==> src/hdl/ssc_pkg.sv <==
// Shared types and codes for the shadow return stack checker.
// Used by the cell, the top level and the port checker; no dependencies.
package ssc_pkg;

	// Command codes carried on the command port
	localparam logic CMD_CALL   = 1'b0;
	localparam logic CMD_RETURN = 1'b1;

	// Result status codes
	typedef enum logic [1:0] {
		ST_OK        = 2'd0,
		ST_UNDERFLOW = 2'd1,
		ST_MISMATCH  = 2'd2,
		ST_OVERFLOW  = 2'd3
	} status_t;

	localparam int unsigned ADDR_W  = 64;
	localparam int unsigned DEPTH_W = 7;

	// Shift control broadcast to every stack cell
	typedef struct packed {
		logic push;
		logic pop;
	} shift_ctl_t;

endpackage

==> src/hdl/ssc_cell.sv <==
// One entry of the shift-register return stack.
// Depends on ssc_pkg for the shift control struct and address width.
module ssc_cell (
	input  logic                       clk,
	input  ssc_pkg::shift_ctl_t        ctl,
	input  logic [ssc_pkg::ADDR_W-1:0] from_above,
	input  logic [ssc_pkg::ADDR_W-1:0] from_below,
	output logic [ssc_pkg::ADDR_W-1:0] entry
);
	import ssc_pkg::*;

	logic [ADDR_W-1:0] entry_q;

	// Shift down on push, up on pop, hold otherwise
	always_ff @(posedge clk) begin
		if (ctl.push) begin
			entry_q <= from_above;
		end else if (ctl.pop) begin
			entry_q <= from_below;
		end
	end

	assign entry = entry_q;

endmodule

==> config.mk <==
export PLATFORM = sky130hd
export DESIGN_NAME = ssc_cell
export DESIGN_NICKNAME = d
export VERILOG_FILES = /design/src/hdl/ssc_pkg.sv /design/src/hdl/ssc_cell.sv
export SDC_FILE = /design/constraint.sdc
export NUM_CORES = 1
export LEC_CHECK = 0
export BUFFER_PORTS_ARGS = -buffer_cell sky130_fd_sc_hd__buf_4
export CAP_MARGIN = 20
export CORE_MARGIN = 5
export CORE_UTILIZATION = 35
export CTS_BUF_LIST = sky130_fd_sc_hd__clkbuf_8
export DETAILED_ROUTE_END_ITERATION = 16
export PLACE_DENSITY = 0.68
export SLEW_MARGIN = 25
export SYNTH_ARGS = -nofsm -noshare
export SYNTH_HDL_FRONTEND = slang
export SYNTH_SLANG_ARGS = --single-unit
==> constraint.sdc <==
create_clock -name clk -period 3.72 [get_ports clk]
set_clock_uncertainty 0.2 [all_clocks]
set_input_delay 0.744 -clock clk [delete_from_list [all_inputs] [get_ports clk]]
set_output_delay 0.744 -clock clk [all_outputs]
set_load 0.1 [all_outputs]
==> flow_metrics.tcl, run 1 <==
set metrics [dict create \
    status "finished, final reports clean" \
    worstSetupStartpointType "input port" \
    wire_per_inst_um 18.0 \
    dp_cells 431 \
    drt_first_pass_iters 2 \
    holdBufCountCts 0 \
    ys_ff_latch 64 \
    cp.arrival_ns 1.85 \
    row_count 33 \
    root_buffer "clkbuf_8" \
    place_area_um2 4440 \
    synth_nets 267 \
    peakVddDrop_uv 200 \
    setup_ws_ns 1.62 \
    drive_gt1_share_pct 80.7 \
    stdcell_area_um2 4650 \
    grt_pass1_wl_um 11400 \
    port-buffer-count 194 \
    cts_resized 0 \
    ant_nets 0 \
    min_path_cells 2 \
    htreeDepth 3 \
    cts_buffers 9 \
    path_cells "buf_4 > or2_2 > buf_4" \
    ys_seq_area_share_pct 66.1 \
    crit_family "buffers and inverters" \
    pre_cts_ws_ns 1.27 \
    final_common_cell "buf_4" \
    fin_crit_sh_pct 56.4 \
    die_x_um 101 \
    finalNetCount 468 \
    cp_num_cells 3 \
    finalNonFillerCells 447 \
    grt_use_met1_pct 16.4 \
    grt_max_degree 65 \
    post-route-min-period_ns 2.10 \
    powerDensity_nw_per_um2 530 \
    cts_setup_buffers 0 \
    nFillCells 692 \
    critPathBufInv 2 \
    met3_usage_pct 4.50 \
    critPathCaptureType "register" \
    dieArea_um2 10200 \
    clock_path_buffers 2 \
    use_met2_pct 26.3 \
    overflow 0 \
    grt_usage_pct 14.9 \
    finalSetupViolCount 0 \
    die_height_um 101 \
    rsz0062_at_grt "no" \
    drcViolationCount 0 \
    hold_viol 0 \
    syn_area_um2 2910 \
    most-common-layout-cells "buf_4, edfxtp_1, mux2_4" \
    area_delta_synth_final_pct 60.2 \
    insertedDiodeCount 0 \
    p_leak_nw 2.17 \
    syn_avg_cell_area_um2 21.4 \
    netlist_instances 136 \
    critical_path.max_stage_delay_ns 0.62 \
    antenna_found_initial 0 \
    cts.sinks 64 \
    yosysWarnings 0 \
    worst-path-max-fanout 64 \
    synth_cell_types 6 \
    hp-class "input port to register" \
    slew_headroom_pct 46.6 \
    totalWireLength_um 8030 \
    place.gp.congestion 0.712 \
    largest_register_ffs 64 \
    cts_tree "yes" \
    slew_violations 0 \
    worstMarginPinSlew_ns 0.801 \
    maxCapViolCount 0 \
    vias_per_cell 4.40 \
    fin_setup_tns_ns 0 \
    start_util_pct 35.7 \
    clk_pin_slew_ns 0.07 \
    drtIter0Drc 26 \
    cp.required_ns 3.47 \
    slowest_stage "buf_4" \
    num_io_pins 195 \
    max_freq_mhz 476 \
    first_global_vias 2135 \
    crit_top_cell "buf_4" \
    critical_path_class "input port to register" \
    core_area_um2 8130 \
    grt.busiest_layer "met2" \
    p_total_mw 2.47 \
    vias 1968 \
]
area by class of cell:
class | instances | area (µm²) | area share (%)
Sequential cell | 64 | 1920 | 41.3
Clock inverter | 7 | 87.6 | 1.88
Clock buffer | 9 | 124 | 2.66
Timing Repair Buffer | 197 | 1480 | 31.8
Multi-Input combinational cell | 65 | 911 | 19.6
Tap cell | 105 | 131 | 2.82
per-stage QoR:
| stage | utilization (%) | hold WS [ns] |
|---|---|---|
| 6_report | 57.2 | 0.512 |
| 5_1_grt | 57.2 | 0.488 |
| 4_1_cts | 57.2 | 0.490 |
| 3_5_place_dp | 54.6 | 0.847 |
| 3_3_place_gp | 54.6 | 0.845 |
| 2_1_floorplan | - | 0.761 |
routing by layer:
layer	share of wire (%)	up-vias	wire length, µm
met5	0	-	0
met4	1.5	0	122
met3	10	9	836
met2	52	113	4150
met1	36	910	2920
li1	-	936	-
Yosys cell counts:
cell type	n	area share (%)
buf_6	6	2.3
edfxtp_1	64	66
or2_1	1	0.22
mux2_4	49	25
mux2_2	15	5.8
buf_2	1	0.17
worst paths after layout:
kind | startpoint | endpoint | slack, ns
min | from_above[47] | entry[47] | 0.51
max | ctl[1] | entry[26] | 1.62
power breakdown:
part	internal [mW]	total [mW]	switching, mW
Sequential	0.886	0.909	0.0224
Combinational	0.256	0.933	0.677
Clock	0.371	0.624	0.253
cells by family (layout without fill, tap and decap cells):
family | after synthesis | after routing | synth area share (%)
mux | 64 | 64 | 31.1
buf+inv | 7 | 213 | 2.50
flops | 64 | 64 | 66.1
simple gates | 1 | 1 | 0.215
Power figures use the tool's default switching activity.
==> run 2, diff against run 1 <==
==> constraint.sdc (replaced) <==
create_clock -name clk -period 2.1 [get_ports clk]
set_clock_uncertainty 0.2 [all_clocks]
set_input_delay 0.42 -clock clk [delete_from_list [all_inputs] [get_ports clk]]
set_output_delay 0.42 -clock clk [all_outputs]
set_load 0.1 [all_outputs]
==> run 2 against run 1 <==
Net effect: global-route usage decreased by 0.13 points; clock power increased by 79%; combinational power increased by 78%; power up 78%; worst hold slack worse by 0.33 ns; sequential share of layout area down 0.53 points; critical path type is now register to output port; largest cell class unchanged; largest power group unchanged; highest routed layer unchanged.
==> flow_metrics.tcl, run 2 (synthesized netlist as in run 1, its figures left out) <==
set metrics [dict create \
    fin_crit_sh_pct 75.4 \
    post-route-min-period_ns 1.58 \
    grt_use_met1_pct 16.2 \
    ant_nets 0 \
    grt.busiest_layer "met2" \
    p_total_mw 4.39 \
    max_freq_mhz 631 \
    met3_usage_pct 5.40 \
    worstMarginPinSlew_ns 0.307 \
    most-common-layout-cells "buf_4, edfxtp_1, mux2_4" \
    grt_usage_pct 14.7 \
    finalSetupViolCount 0 \
    row_count 33 \
    dieArea_um2 10200 \
    first_global_vias 2083 \
    worst-path-max-fanout 1 \
    area_delta_synth_final_pct 62.3 \
    nFillCells 664 \
    p_leak_nw 2.19 \
    final_common_cell "buf_4" \
    totalWireLength_um 7840 \
    slew_headroom_pct 79.7 \
    die_x_um 101 \
    cts.sinks 64 \
    critical_path.max_stage_delay_ns 0.34 \
    largest_register_ffs 64 \
    crit_family "flip-flops" \
    htreeDepth 3 \
    drtIter0Drc 60 \
    vias_per_cell 4.49 \
    grt_max_degree 36 \
    hp-class "input port to register" \
    cts_setup_buffers 0 \
    dp_cells 432 \
    core_area_um2 8130 \
    grt_pass1_wl_um 11300 \
    rsz0062_at_grt "no" \
    port-buffer-count 194 \
    fin_setup_tns_ns 0 \
    status "finished, final reports clean" \
    worstSetupStartpointType "register" \
    peakVddDrop_uv 326 \
    critPathBufInv 1 \
    holdBufCountCts 0 \
    path_cells "buf_4" \
    wire_per_inst_um 17.5 \
    place.gp.congestion 0.706 \
    antenna_found_initial 0 \
    drcViolationCount 0 \
    cp.required_ns 1.48 \
    slew_violations 0 \
    cts_resized 0 \
    clk_pin_slew_ns 0.08 \
    hold_viol 0 \
    num_io_pins 195 \
    clock_path_buffers 2 \
    use_met2_pct 25.7 \
    finalNetCount 469 \
    cts_tree "yes" \
    drt_first_pass_iters 4 \
    maxCapViolCount 0 \
    root_buffer "clkbuf_8" \
    hold_ws_ns 0.184 \
    drive_gt1_share_pct 80.8 \
    start_util_pct 35.7 \
    die_height_um 101 \
    overflow 0 \
    slowest_stage "edfxtp_1" \
    dp_hpwl_um 6290 \
    cp.arrival_ns 0.96 \
    cts_buffers 9 \
    critical_path_class "register to output port" \
    fin_util_pct 58.0 \
    vias 2010 \
    critPathCaptureType "output port" \
    finalNonFillerCells 448 \
    powerDensity_nw_per_um2 930 \
    insertedDiodeCount 0 \
]
==> run 2: cell count changes in the layout (fill, tap and decap cells not counted), sizes merged <==
| cell | delta |
|---|---|
| buf | +1 |
==> run 2: worst paths after layout <==
path | cells after the start | from | endpoint
setup / recovery | 1 | entry[12] | entry[12]
hold / removal | 2 | from_below[55] | entry[55]
==> run 2: area by class of cell <==
type	instances	area (µm²)	area share, %
Clock inverter	7	87.6	1.86
Sequential cell	64	1920	40.8
Multi-Input combinational cell	65	913	19.4
Clock buffer	9	124	2.63
Timing Repair Buffer	198	1540	32.6
Tap cell	105	131	2.79
==> run 2: metal layers <==
metal	wire length, µm	up-vias	share of wire (%)
li1	-	937	-
met1	2820	944	36
met2	4040	122	52
met3	868	7	11
met4	110	0	1.4
met5	0	-	0
==> run 2: stage by stage <==
| step | area (µm²) | setup WS [ns] |
|---|---|---|
| after global placement | 4500 | 0.361 |
| after detailed placement | 4500 | 0.351 |
| final | 4710 | 0.516 |
| after global routing | 4710 | 0.455 |
| after floorplan | 2910 | 0.252 |
| after CTS | 4710 | 0.483 |
==> run 2: where the power goes <==
part | switching (mW) | internal [mW]
combinational | 1.19 | 0.465
clock | 0.460 | 0.658
sequential | 0.0397 | 1.57
total | 1.69 | 2.69
